[src/rtl/core/dmat_pkg.sv]
package dmat_pkg;

  // Window geometry
  localparam int unsigned WinLen = 10;
  localparam int unsigned SLOT_W = (WinLen > 1) ? $clog2(WinLen) : 1;
  localparam int unsigned CNT_W  = $clog2(WinLen + 1);

  // Lanes carry a 17-bit signed sample so one lane serves both channels.
  localparam int unsigned SMP_W  = 17;
  localparam int unsigned SUM_W  = SMP_W + $clog2(WinLen);
  localparam int unsigned MAG_W  = SUM_W - 1;
  localparam int unsigned STEP_W = $clog2(MAG_W);

  // Config register indexes
  localparam logic [1:0] REG_TEMP_WARN = 2'd0;
  localparam logic [1:0] REG_TEMP_ALRM = 2'd1;
  localparam logic [1:0] REG_HUM_ALRM  = 2'd2;

  localparam logic signed [15:0] TEMP_WARN_RST = 16'sd10240;
  localparam logic signed [15:0] TEMP_ALRM_RST = 16'sd12800;
  localparam logic        [15:0] HUM_ALRM_RST  = 16'd23040;

  // Alert level codes
  localparam logic [1:0] LVL_NORMAL  = 2'd0;
  localparam logic [1:0] LVL_WARNING = 2'd1;
  localparam logic [1:0] LVL_ALARM   = 2'd2;

  typedef struct packed {
    logic signed [15:0] temperature_sample;
    logic        [15:0] humidity_sample;
    logic               sample_valid;
  } sample_t;

  typedef struct packed {
    logic signed [15:0] temp_average;
    logic        [15:0] humidity_average;
    logic        [1:0]  alert_level;
    logic        [31:0] alarm_count;
  } result_t;

  typedef struct packed {
    logic              push;
    logic [SLOT_W-1:0] slot;
    logic [CNT_W-1:0]  count;
  } lane_ctrl_t;

  typedef struct packed {
    logic        busy;
    logic [15:0] mean;
  } lane_stat_t;

  typedef struct packed {
    logic push;
    logic load;
  } merge_ctrl_t;

endpackage

[src/rtl/core/dmat_lane.sv]
module dmat_lane (
  input  logic                              clk_i,
  input  logic                              rst_ni,
  input  dmat_pkg::lane_ctrl_t              ctrl_i,
  input  logic signed [dmat_pkg::SMP_W-1:0] sample_i,
  output dmat_pkg::lane_stat_t              stat_o
);

  localparam logic [1:0] L_IDLE = 2'd0;
  localparam logic [1:0] L_LOAD = 2'd1;
  localparam logic [1:0] L_RUN  = 2'd2;

  logic signed [dmat_pkg::SMP_W-1:0] win_q [dmat_pkg::WinLen];
  logic signed [dmat_pkg::SUM_W-1:0] sum_q, sum_d;
  logic [1:0]                        st_q;
  logic [dmat_pkg::STEP_W-1:0]       step_q;
  logic [dmat_pkg::MAG_W-1:0]        quo_q, quo_nx, mag, res;
  logic [dmat_pkg::CNT_W-1:0]        rem_q, div_q;
  logic [dmat_pkg::CNT_W:0]          rem_sh, rem_nx;
  logic                              neg_q, ge;
  logic [15:0]                       mean_q;

  always_comb begin
    sum_d = sum_q - dmat_pkg::SUM_W'(win_q[ctrl_i.slot]) + dmat_pkg::SUM_W'(sample_i);
    mag   = sum_q[dmat_pkg::SUM_W-1] ? dmat_pkg::MAG_W'(-sum_q) : dmat_pkg::MAG_W'(sum_q);
    // restoring divide, one quotient bit per cycle
    rem_sh = {rem_q, quo_q[dmat_pkg::MAG_W-1]};
    ge     = (rem_sh >= {1'b0, div_q});
    rem_nx = ge ? (rem_sh - {1'b0, div_q}) : rem_sh;
    quo_nx = {quo_q[dmat_pkg::MAG_W-2:0], ge};
    res    = neg_q ? (-quo_nx) : quo_nx;
  end

  always_ff @(posedge clk_i or negedge rst_ni) begin
    if (!rst_ni) begin
      for (int i = 0; i < dmat_pkg::WinLen; i++) win_q[i] <= '0;
      sum_q  <= '0;
      st_q   <= L_IDLE;
      step_q <= '0;
      mean_q <= '0;
    end else begin
      case (st_q)
        L_IDLE: begin
          if (ctrl_i.push) begin
            win_q[ctrl_i.slot] <= sample_i;
            sum_q <= sum_d;
            st_q  <= L_LOAD;
          end
        end
        L_LOAD: begin
          step_q <= '0;
          st_q   <= L_RUN;
        end
        L_RUN: begin
          step_q <= step_q + 1'b1;
          if (step_q == dmat_pkg::STEP_W'(dmat_pkg::MAG_W - 1)) begin
            mean_q <= res[15:0];
            st_q   <= L_IDLE;
          end
        end
        default: st_q <= L_IDLE;
      endcase
    end
  end

  // divider datapath
  always_ff @(posedge clk_i) begin
    if (st_q == L_IDLE && ctrl_i.push) begin
      div_q <= ctrl_i.count;
    end
    if (st_q == L_LOAD) begin
      quo_q <= mag;
      rem_q <= '0;
      neg_q <= sum_q[dmat_pkg::SUM_W-1];
    end else if (st_q == L_RUN) begin
      quo_q <= quo_nx;
      rem_q <= rem_nx[dmat_pkg::CNT_W-1:0];
    end
  end

  assign stat_o.busy = (st_q != L_IDLE);
  assign stat_o.mean = mean_q;

endmodule

[src/rtl/core/dmat_merge.sv]
module dmat_merge (
  input  logic                  clk_i,
  input  logic                  rst_ni,
  input  dmat_pkg::merge_ctrl_t ctrl_i,
  input  dmat_pkg::sample_t     sample_i,
  input  logic signed [15:0]    temp_warn_i,
  input  logic signed [15:0]    temp_alrm_i,
  input  logic        [15:0]    hum_alrm_i,
  input  dmat_pkg::lane_stat_t  temp_stat_i,
  input  dmat_pkg::lane_stat_t  hum_stat_i,
  input  logic                  out_ready_i,
  output logic                  out_valid_o,
  output dmat_pkg::result_t     out_req_o
);

  logic [1:0]        level_q;
  logic [31:0]       count_q;
  logic              out_valid_q;
  dmat_pkg::result_t out_q;
  logic              is_alarm, is_warn;

  assign is_alarm = (sample_i.temperature_sample >= temp_alrm_i) ||
                    (sample_i.humidity_sample >= hum_alrm_i);
  assign is_warn  = (sample_i.temperature_sample >= temp_warn_i);

  always_ff @(posedge clk_i or negedge rst_ni) begin
    if (!rst_ni) begin
      level_q     <= dmat_pkg::LVL_NORMAL;
      count_q     <= '0;
      out_valid_q <= 1'b0;
    end else begin
      if (ctrl_i.push) begin
        if (is_alarm) begin
          level_q <= dmat_pkg::LVL_ALARM;
          count_q <= count_q + 32'd1;
        end else if (is_warn) begin
          level_q <= dmat_pkg::LVL_WARNING;
        end else begin
          level_q <= dmat_pkg::LVL_NORMAL;
        end
      end
      if (ctrl_i.load) begin
        out_valid_q <= 1'b1;
      end else if (out_ready_i) begin
        out_valid_q <= 1'b0;
      end
    end
  end

  always_ff @(posedge clk_i) begin
    if (ctrl_i.load) begin
      out_q.temp_average     <= temp_stat_i.mean;
      out_q.humidity_average <= hum_stat_i.mean;
      out_q.alert_level      <= level_q;
      out_q.alarm_count      <= count_q;
    end
  end

  assign out_valid_o = out_valid_q;
  assign out_req_o   = out_q;

endmodule

[src/rtl/core/dual_moving_average_threshold_alarm.sv]
// Channel  | Handshake                 | Payload
// ---------+---------------------------+----------------------------------
// input    | in_valid_i / in_ready_o   | in_req_i  (dmat_pkg::sample_t)
// output   | out_valid_o / out_ready_i | out_req_o (dmat_pkg::result_t)
// config   | cfg_we_i (no wait)        | cfg_idx_i, cfg_wdata_i
//
// A valid sample goes from accept to the result register through the
// bit-serial divider in each lane; an invalid sample skips the divider.
// One request is in flight at a time.
// The result register frees the input side: a new request is taken while the
// previous result still waits for out_ready_i.
// Reset (async, active low) clears windows, sums, means, level and counter.
module dual_moving_average_threshold_alarm (
  input  logic              clk_i,
  input  logic              rst_ni,
  input  logic              in_valid_i,
  output logic              in_ready_o,
  input  dmat_pkg::sample_t in_req_i,
  output logic              out_valid_o,
  input  logic              out_ready_i,
  output dmat_pkg::result_t out_req_o,
  input  logic              cfg_we_i,
  input  logic [1:0]        cfg_idx_i,
  input  logic [15:0]       cfg_wdata_i
);

  // sequencer states
  localparam logic [1:0] ST_IDLE = 2'd0;  // ready for a request
  localparam logic [1:0] ST_DIV  = 2'd1;  // lanes dividing
  localparam logic [1:0] ST_FIN  = 2'd2;  // result waits for the output register

  logic [1:0]                    state_q, state_d;
  logic [dmat_pkg::SLOT_W-1:0]   slot_q, slot_d;
  logic [dmat_pkg::CNT_W-1:0]    cnt_q, cnt_d;
  logic signed [15:0]            temp_warn_q, temp_alrm_q;
  logic        [15:0]            hum_alrm_q;
  dmat_pkg::sample_t             smp_q;
  logic                          accept, push, lanes_busy, out_free;
  dmat_pkg::lane_ctrl_t          lane_ctrl;
  dmat_pkg::lane_stat_t          temp_stat, hum_stat;
  dmat_pkg::merge_ctrl_t         merge_ctrl;

  assign in_ready_o = (state_q == ST_IDLE);
  assign accept     = in_valid_i && in_ready_o;
  assign push       = accept && in_req_i.sample_valid;
  assign lanes_busy = temp_stat.busy || hum_stat.busy;
  assign out_free   = !out_valid_o || out_ready_i;

  // shared write slot and fill count, advanced once per valid sample
  always_comb begin
    slot_d = (slot_q == dmat_pkg::SLOT_W'(dmat_pkg::WinLen - 1)) ? '0 : slot_q + 1'b1;
    cnt_d  = (cnt_q == dmat_pkg::CNT_W'(dmat_pkg::WinLen)) ? cnt_q : cnt_q + 1'b1;
  end

  always_comb begin
    state_d = state_q;
    case (state_q)
      ST_IDLE: if (accept) state_d = in_req_i.sample_valid ? ST_DIV : ST_FIN;
      ST_DIV:  if (!lanes_busy) state_d = ST_FIN;
      ST_FIN:  if (out_free) state_d = ST_IDLE;
      default: state_d = ST_IDLE;
    endcase
  end

  assign lane_ctrl.push  = push;
  assign lane_ctrl.slot  = slot_q;
  assign lane_ctrl.count = cnt_d;

  // classification runs on the live request; loading waits in ST_FIN for a free output
  assign merge_ctrl.push = push;
  assign merge_ctrl.load = (state_q == ST_FIN) && out_free;

  always_ff @(posedge clk_i or negedge rst_ni) begin
    if (!rst_ni) begin
      state_q     <= ST_IDLE;
      slot_q      <= '0;
      cnt_q       <= '0;
      temp_warn_q <= dmat_pkg::TEMP_WARN_RST;
      temp_alrm_q <= dmat_pkg::TEMP_ALRM_RST;
      hum_alrm_q  <= dmat_pkg::HUM_ALRM_RST;
    end else begin
      state_q <= state_d;
      if (push) begin
        slot_q <= slot_d;
        cnt_q  <= cnt_d;
      end
      if (cfg_we_i) begin
        case (cfg_idx_i)
          dmat_pkg::REG_TEMP_WARN: temp_warn_q <= cfg_wdata_i;
          dmat_pkg::REG_TEMP_ALRM: temp_alrm_q <= cfg_wdata_i;
          dmat_pkg::REG_HUM_ALRM:  hum_alrm_q  <= cfg_wdata_i;
          default: ;
        endcase
      end
    end
  end

  // request copy, feeds the merge stage outside the accept cycle
  always_ff @(posedge clk_i) begin
    if (accept) smp_q <= in_req_i;
  end

  dmat_lane u_temp_lane (
    .clk_i    (clk_i),
    .rst_ni   (rst_ni),
    .ctrl_i   (lane_ctrl),
    .sample_i (dmat_pkg::SMP_W'(in_req_i.temperature_sample)),
    .stat_o   (temp_stat)
  );

  dmat_lane u_hum_lane (
    .clk_i    (clk_i),
    .rst_ni   (rst_ni),
    .ctrl_i   (lane_ctrl),
    .sample_i ($signed({1'b0, in_req_i.humidity_sample})),
    .stat_o   (hum_stat)
  );

  dmat_merge u_merge (
    .clk_i       (clk_i),
    .rst_ni      (rst_ni),
    .ctrl_i      (merge_ctrl),
    .sample_i    (accept ? in_req_i : smp_q),
    .temp_warn_i (temp_warn_q),
    .temp_alrm_i (temp_alrm_q),
    .hum_alrm_i  (hum_alrm_q),
    .temp_stat_i (temp_stat),
    .hum_stat_i  (hum_stat),
    .out_ready_i (out_ready_i),
    .out_valid_o (out_valid_o),
    .out_req_o   (out_req_o)
  );

endmodule

[config.mk]
export PLATFORM = sky130hd
export DESIGN_NAME = dual_moving_average_threshold_alarm
export DESIGN_NICKNAME = d
export VERILOG_FILES = /design/src/rtl/core/dmat_pkg.sv /design/src/rtl/core/dmat_lane.sv /design/src/rtl/core/dmat_merge.sv /design/src/rtl/core/dual_moving_average_threshold_alarm.sv
export SDC_FILE = /design/constraint.sdc
export NUM_CORES = 1
export LEC_CHECK = 0
export BUFFER_PORTS_ARGS = -buffer_cell sky130_fd_sc_hd__buf_4
export CORE_MARGIN = 3
export CORE_UTILIZATION = 45
export CTS_BUF_LIST = sky130_fd_sc_hd__clkbuf_2 sky130_fd_sc_hd__clkbuf_4 sky130_fd_sc_hd__clkbuf_8
export CTS_CLUSTER_SIZE = 28
export DETAILED_ROUTE_END_ITERATION = 8
export PLACE_DENSITY = 0.63
export SLEW_MARGIN = 0
export SYNTH_ARGS = -nofsm -noshare
export SYNTH_HDL_FRONTEND = slang
export SYNTH_SLANG_ARGS = --single-unit
[constraint.sdc]
create_clock -name clk_i -period 13.75 [get_ports clk_i]
set_input_delay 1.375 -clock clk_i [delete_from_list [all_inputs] [get_ports clk_i]]
set_output_delay 1.375 -clock clk_i [all_outputs]
set_load 0.05 [all_outputs]
==> key figures, run 1 <==
Placement
  • IO buf count: approximately 120
  • GP Congestion: 0.812
  • Post-Place Cells: between 3000 and 4000
  • Placed Area: approximately 34000 µm²
  • HPWL Detailed: approximately 49000 µm

Clocking
  • CTS H-tree depth: 3
  • CTS root buffer: clkbuf_8
  • Clk_lat worst skew: ~0.73 ns
  • CTS Hold Buffers Added: 0
  • Clock sinks: between 600 and 700
  • Post-CTS setup buffers: 0
  • Worst-path clk slew: ~0.060 ns
  • TritonCTS clock tree: done
  • CTS buffer count: between 100 and 150
  • Clock tree buffer depth: 3
  • Resized cells post-CTS: 0

Floorplan
  • Initial Utilization: 45.7%
  • Die W: between 200 and 300 µm
  • FP Rows: 97
  • Die area: approximately 75000 µm²
  • Area of the core: 70400 µm²
  • Die height: between 200 and 300 µm
  • I/O pins: 124

Critical path
  • Worst Setup End Kind: flop
  • Worst Reg-to-Reg Cells: 18
  • Worst path bufs/invs: 3
  • Setup slack, reg-to-reg: 7.80 ns
  • Worst path slowest cell: dfrtp_4
  • Req. time, crit path: about 14 ns
  • CP dominant cell by count: buf_4
  • WS Path Type: reg -> reg
  • Crit path depth: 18
  • Crit path DAT: around 6.5 ns
  • Max incr delay on CP: around 0.85 ns
  • Cell chain of the critical path: buf_4, nor2b_1, nor2b_2, buf_4, a22oi_1, o21ai_0, fa_1, inv_1, ha_1, a21o_1, a2111oi_0, nand3b_1, a31oi_1, o31a_1, o21bai_1, a41oi_1, xor2_1, o21ai_1
  • CP max FO: 44
  • Kind of cell adding the most delay to the critical path: compound AO/OA/AOI/OAI gates
  • Critical Path Start Type: flop

Global route
  • Largest net degree at the start of global routing: roughly 190
  • Number of global-route vias before repair: between 20000 and 25000
  • Initial antenna violation count: 2
  • Wire length of the first global-routing pass: roughly 120000 µm
  • Overflow after GRT: 0
  • GRT Overall Usage: a little under a fifth

Job
  • Max_cap viols: 0

STA
  • Final period util: between 40% and 50%
  • Fmax: 168 MHz
  • Max Slew Vio Count: 0
  • Worst slew pin tran: between 1 and 1.5 ns
  • Rel. slew slack: 12.9%
  • Setup TNS: 0 ns
  • Hold_ws: approximately 0.44 ns
  • Hold Fails Final Rpt: 0
  • Clk_skew: ~0.04 ns
  • Crit path time final: slightly below 6 ns
  • Unrepaired setup endpoints after global routing: no
  • # setup viols final: 0

Status
  • Status: finished, final reports clean

Final layout
  • Layout area overhead: 12.8%
  • Non-Filler Instances: 4180
  • Final net count: between 3000 and 4000
  • Final Cell Area: around 36000 µm²
  • Layout cells sized above 1: between 10% and 20%

Detailed routing
  • DR vias: about 22000
  • Antenna-violating nets left: 0
  • Avg WL per Cell: 16.9 µm
  • Vias per inst: approximately 5.3
  • Drt pass-1 iters: 5
  • # DRC: 0
  • Iter 0 DRT Violations: roughly 1400
  • Routed Wire Length: a little over 70000 µm

Logic synthesis
  • Syn Area/Cell: ~11 µm²
  • Synth top cells by count: o21ai_0 (493), dfrtp_1 (492), nand2_1 (492)
  • Ys flop type: dfrtp_1
  • Sequential-to-total area share from yosys stat: between 50% and 60%
  • Cell type with the largest total area after synthesis: dfrtp_1
  • Ys async rst share: about three quarters
  • Mapped cell area: approximately 32000 µm²
  • Post-synthesis net count: ~3300
  • Post-synth EDFFs: approximately 120
  • Unique masters post-synth: 67
  • FF+latch count, synth: between 600 and 700
  • Gate Count Post-Synth: 3058
  • Synth warn: 0
  • Top post-synthesis cells by area: dfrtp_1 (38%), edfxtp_1 (11%), o21ai_0 (7.7%), nand2_1 (5.7%), ha_1 (4.6%)
  • Top-area cell type share of the netlist area: between 30% and 40%
  • Count leader, synth: o21ai_0

Power
  • Combinational group share of total power: roughly 43%
  • Int Pwr: roughly 5.4 mW
  • Net Sw Frac: about two fifths
  • Power Density: 243 nW/µm²
  • Clk pwr share: 21.3%
  • Final Power: slightly below 9 mW
  • Seq pwr share: between 30% and 40%
  • Worst VDD drop: around 180 µV
  • Switch Pwr: ~3.4 mW
  • Leak: 16.4 nW

Worst hold path
  • Hold/Removal Path Class: reg -> reg
  • Hold path cells: 0
metal layers:
metal  track usage [%]  part of all wire, %  wire length, µm  vias to the layer above
li1                  -                    -                -                    10700
met1              26.4                   47            33200                    10700
met2              30.9                   46            32700                      471
met3              3.97                  4.9             3440                      101
met4              5.04                  1.9             1310                        0
met5                 0                    0                0                        -
per-stage QoR:
step                      setup slack (ns)  utilization, %
after floorplan                       8.61               -
after global placement                8.00            48.1
after detailed placement              7.78            48.1
after CTS                             7.74            51.6
after global routing                  7.34            51.6
final                                 7.80            51.6
layout make-up:
cell class                      instances  area (µm²)
Timing Repair Buffer                  146        1120
Clock inverter                         30         258
Inverter                              239         897
Clock buffer                          181        2220
Fill cell                            6367       34100
Sequential cell                       657       16800
Antenna cell                            2        5.00
Multi-Input combinational cell       1985       13800
Tap cell                              940        1180
power groups by stage:
stage	sequential [mW]	combinational, mW	clock, mW
2_1_floorplan	3.25	2.77	0
3_3_place_gp	3.15	3.68	0
3_5_place_dp	3.19	3.79	0
4_1_cts	3.16	3.81	1.93
5_1_grt	3.24	4.26	2.03
6_report	3.15	3.78	1.88
sequential cells by signal, summed over array words and instances, names as in the netlist, 5 cells and up:
register and count:
smp_q 32, u_temp_lane.step_q 5, u_hum_lane.mean_q 16, u_temp_lane.win_q 160, u_hum_lane.win_q 160, u_hum_lane.step_q 5
u_merge.count_q 32, u_temp_lane.quo_q 20, u_hum_lane.quo_q 20, u_merge.out_req_o 66, u_hum_lane.sum_q 21, temp_warn_q 16
u_temp_lane.mean_q 16, hum_alrm_q 16, temp_alrm_q 16, u_temp_lane.sum_q 21
worst reg2reg max path, stage by stage, from the launching register on:
cell and delay (ns):
dfrtp_4 0.85, buf_4 0.79, nor2b_1 0.38, nor2b_2 0.20
buf_4 0.36, a22oi_1 0.16, o21ai_0 0.13, fa_1 0.45
inv_1 0.07, ha_1 0.30, a21o_1 0.20, a2111oi_0 0.52
nand3b_1 0.18, a31oi_1 0.38, o31a_1 0.21, o21bai_1 0.10
a41oi_1 0.26, xor2_1 0.17, o21ai_1 0.08
logic make-up (layout without fill, tap and decap cells):
group,count (synthesis),after routing,share of synthesized area [%]
compound gates,714,714,12.4
xor+xnor,137,137,3.73
fa+ha+maj,157,157,6.99
buf+inv,416,596,4.88
flops,657,657,52.3
mux,202,202,9.14
other cells,0,2,0
simple gates,775,775,10.6
placed cells by master, fill, tap and decap left out, types with 10 or more instances in the layout:
master / Yosys / routed
xnor2_1: 72 / 72
mux2i_1: 44 / 44
nand4_1: 32 / 32
o21ai_0: 493 / 493
fa_1: 38 / 38
a21oi_1: 73 / 72
clkbuf_8: 0 / 138
clkinv_2: 0 / 11
a21o_1: 28 / 28
xor2_1: 65 / 65
nand3_1: 40 / 40
dfxtp_1: 40 / 40
a211oi_1: 10 / 10
nand2b_1: 12 / 12
clkbuf_4: 0 / 43
nor2_1: 86 / 86
dfrtp_1: 492 / 489
nand2_1: 492 / 492
and3_1: 14 / 14
inv_1: 237 / 237
edfxtp_1: 116 / 116
nor3_1: 24 / 23
o31ai_1: 17 / 17
buf_4: 2 / 144
mux2_2: 94 / 94
ha_1: 119 / 119
nor2b_1: 16 / 15
a22oi_1: 33 / 33
mux4_2: 64 / 64
worst paths after layout:
path                                         from                    end
min in group asynchronous                  rst_ni         hum_alrm_q[10]
setup / recovery                        slot_q[0]  u_temp_lane.sum_q[19]
setup reg to reg                        slot_q[0]  u_temp_lane.sum_q[19]
hold reg to reg            u_temp_lane.mean_q[13]  u_merge.out_req_o[63]
max in group asynchronous                  rst_ni  u_temp_lane.win_q[81]
hold / removal             u_temp_lane.mean_q[13]  u_merge.out_req_o[63]
Note: power is estimated with default switching activity, not from simulation.
==> inputs of run 2 (changes only) <==
Clock period 13.75 ns to 5.6 ns, I/O delays scaled along.
==> run 2 against run 1 <==
Sequential power rose by 150%. Die area did not move. Global-route usage down 0.14 points. Hold slack lost 0.36 ns. Register-to-register slack worse by 7.3 ns. Sequential share of layout area down 0.25 points. Utilization rose by 0.28 points. Non-clock buffer count up 21. Clock power grew 150%. Critical path depth shrank 2.
==> key figures, run 2 (synthesized netlist as in run 1, its figures left out) <==
Status
  • Status: finished, final reports clean

Placement
  • Post-Place Cells: roughly 4000
  • GP Congestion: approximately 0.83
  • HPWL Detailed: between 40000 and 50000 µm
  • IO buf count: between 100 and 150

Critical path
  • Req. time, crit path: roughly 6.2 ns
  • Worst path slowest cell: dfrtp_4
  • Worst setup endpoint: u_temp_lane.sum_q[19]
  • Max incr delay on CP: approximately 0.75 ns
  • Kind of cell adding the most delay to the critical path: compound AO/OA/AOI/OAI gates
  • Crit path DAT: ~5.6 ns
  • Worst Setup End Kind: flop
  • CP max FO: 42
  • Cell chain of the critical path: buf_12, mux4_2, mux2i_1, o21ai_0, fa_1, inv_1, ha_1, a21o_1, a2111oi_0, nand3b_1, a31oi_1, o31a_1, o21bai_1, a41oi_1, xor2_1, o21ai_1
  • Worst Reg-to-Reg Cells: 16
  • Worst path bufs/invs: 2
  • FF-to-FF Start: slot_q[0]
  • Critical Path Start: slot_q[0]
  • WS Path Type: reg -> reg
  • Critical Path Start Type: flop
  • Reg-to-Reg End: u_temp_lane.sum_q[19]
  • Setup slack, reg-to-reg: between 0.5 and 0.6 ns
  • Crit path depth: 16

Clocking
  • Clk_lat worst skew: around 0.7 ns
  • Worst-path clk slew: around 0.060 ns
  • Clock tree buffer depth: 3
  • CTS root buffer: clkbuf_8
  • Post-CTS setup buffers: 0
  • CTS buffer count: around 110
  • CTS H-tree depth: 3
  • Clock sinks: 657
  • TritonCTS clock tree: done

Floorplan
  • Die area: roughly 75000 µm²
  • Die W: 273 µm
  • Initial Utilization: between 40% and 50%
  • FP Rows: slightly below 100
  • Die height: between 200 and 300 µm
  • Area of the core: between 70000 and 80000 µm²
  • I/O pins: 124

STA
  • Final period util: 90.4%
  • Worst slew pin tran: 1.05 ns
  • Rel. slew slack: roughly 30%
  • Clk_skew: around 0.039 ns
  • Max Slew Vio Count: 0
  • Setup TNS: 0 ns
  • # setup viols final: 0
  • Fmax: 198 MHz
  • Crit path time final: between 5 and 6 ns
  • Unrepaired setup endpoints after global routing: no
  • Hold Fails Final Rpt: 0

Final layout
  • Most common cell after layout, fill and taps aside: o21ai_0
  • Most frequent cells in the layout: o21ai_0 (493), nand2_1 (492), dfrtp_1 (489)
  • Non-Filler Instances: 4194
  • Fillers: about 6300
  • Layout area overhead: 13.5%
  • Layout cells sized above 1: 17.0%
  • Final net count: 3372

Power
  • Final Power: around 22 mW
  • Power Density: roughly 600 nW/µm²
  • Worst VDD drop: approximately 450 µV
  • Leak: around 16 nW

Detailed routing
  • # DRC: 0
  • Avg WL per Cell: between 15 and 20 µm
  • Routed Wire Length: between 60000 and 70000 µm
  • Vias per inst: 5.23
  • Iter 0 DRT Violations: around 1100
  • Antenna-violating nets left: 0
  • Drt pass-1 iters: 5
  • DR vias: 21900

Global route
  • Number of global-route vias before repair: between 20000 and 25000
  • Initial antenna violation count: 3
  • GRT Overall Usage: 19.0%
  • Wire length of the first global-routing pass: 116000 µm
  • Largest net degree at the start of global routing: 180
  • Overflow after GRT: 0

Worst hold path
  • Hold/Removal Path Class: in -> reg

Job
  • Max_cap viols: 0
run 2: cell count changes in the layout (fill, tap and decap cells not counted), sizes merged:
cell,previous run,this run
clkinv,19,24
clkbuf,181,168
inv,244,241
dlygate4sd3,0,2
bufinv,2,7
buf,146,165
clkinvlp,4,2
diode,2,3
run 2: metrics by stage:
stage	setup WS, ns	utilization (%)	hold WS, ns	area (µm²)
finish	0.540	51.9	0.0821	36500
global route	0.183	51.9	0.0465	36500
floorplan	0.722	-	0.264	32200
CTS	0.513	51.9	0.0188	36500
detailed placement	0.553	48.3	0.435	34000
global placement	0.710	48.3	0.432	34000
run 2: how the worst min path moves through the flow:
stage / end / slack, ns / from / depth (start not counted)
after floorplan: cnt_q[0] / 0.26 / rst_ni / 0
after global placement: u_merge.out_req_o[36] / 0.43 / u_hum_lane.mean_q[2] / 0
after detailed placement: u_merge.out_req_o[32] / 0.44 / u_merge.level_q[0] / 0
after CTS: temp_warn_q[3] / 0.02 / cfg_wdata_i[3] / 3
after global routing: hum_alrm_q[3] / 0.05 / cfg_wdata_i[3] / 2
final: temp_warn_q[3] / 0.08 / cfg_wdata_i[3] / 3
run 2: area by class of cell:
type / count / area [µm²] / area share, %
inverter: 239 / 897 / 2.46
sequential: 657 / 16800 / 46.1
clock inverter: 35 / 389 / 1.07
clock buffer: 168 / 2090 / 5.71
timing repair buffer: 167 / 1320 / 3.60
multi-input combinational: 1985 / 13800 / 37.8
antenna: 3 / 7.51 / 0.0206
tap: 940 / 1180 / 3.22
run 2: worst reg2reg max path: stages, from the launching register on:
cell,delay (ns)
dfrtp_4,0.75
buf_12,0.37
mux4_2,0.57
mux2i_1,0.14
o21ai_0,0.13
fa_1,0.50
inv_1,0.04
ha_1,0.39
a21o_1,0.21
a2111oi_0,0.49
nand3b_1,0.17
a31oi_1,0.34
o31a_1,0.21
o21bai_1,0.09
a41oi_1,0.24
xor2_1,0.20
o21ai_1,0.08
run 2: metal layers:
layer  wire (µm)  part of all wire [%]  up-vias  track usage [%]
met5           0                     0        -                0
met4        1540                   2.2        0             5.49
met2       32900                    47      421             31.4
li1            -                     -    10700                -
met3        3500                   5.0      112             3.82
met1       31800                    46    10600             25.5
run 2: what timing repair did:
action / CTS / global route
hold endpoints to repair: 112 / 0
hold buffers: 2 / 0
resized for setup: 0 / 0
run 2: power breakdown:
group          switching (mW)  internal (mW)
Sequential               1.04           6.71
Clock                    1.94           2.71
Combinational            5.40           3.94
Total                    8.38           13.4
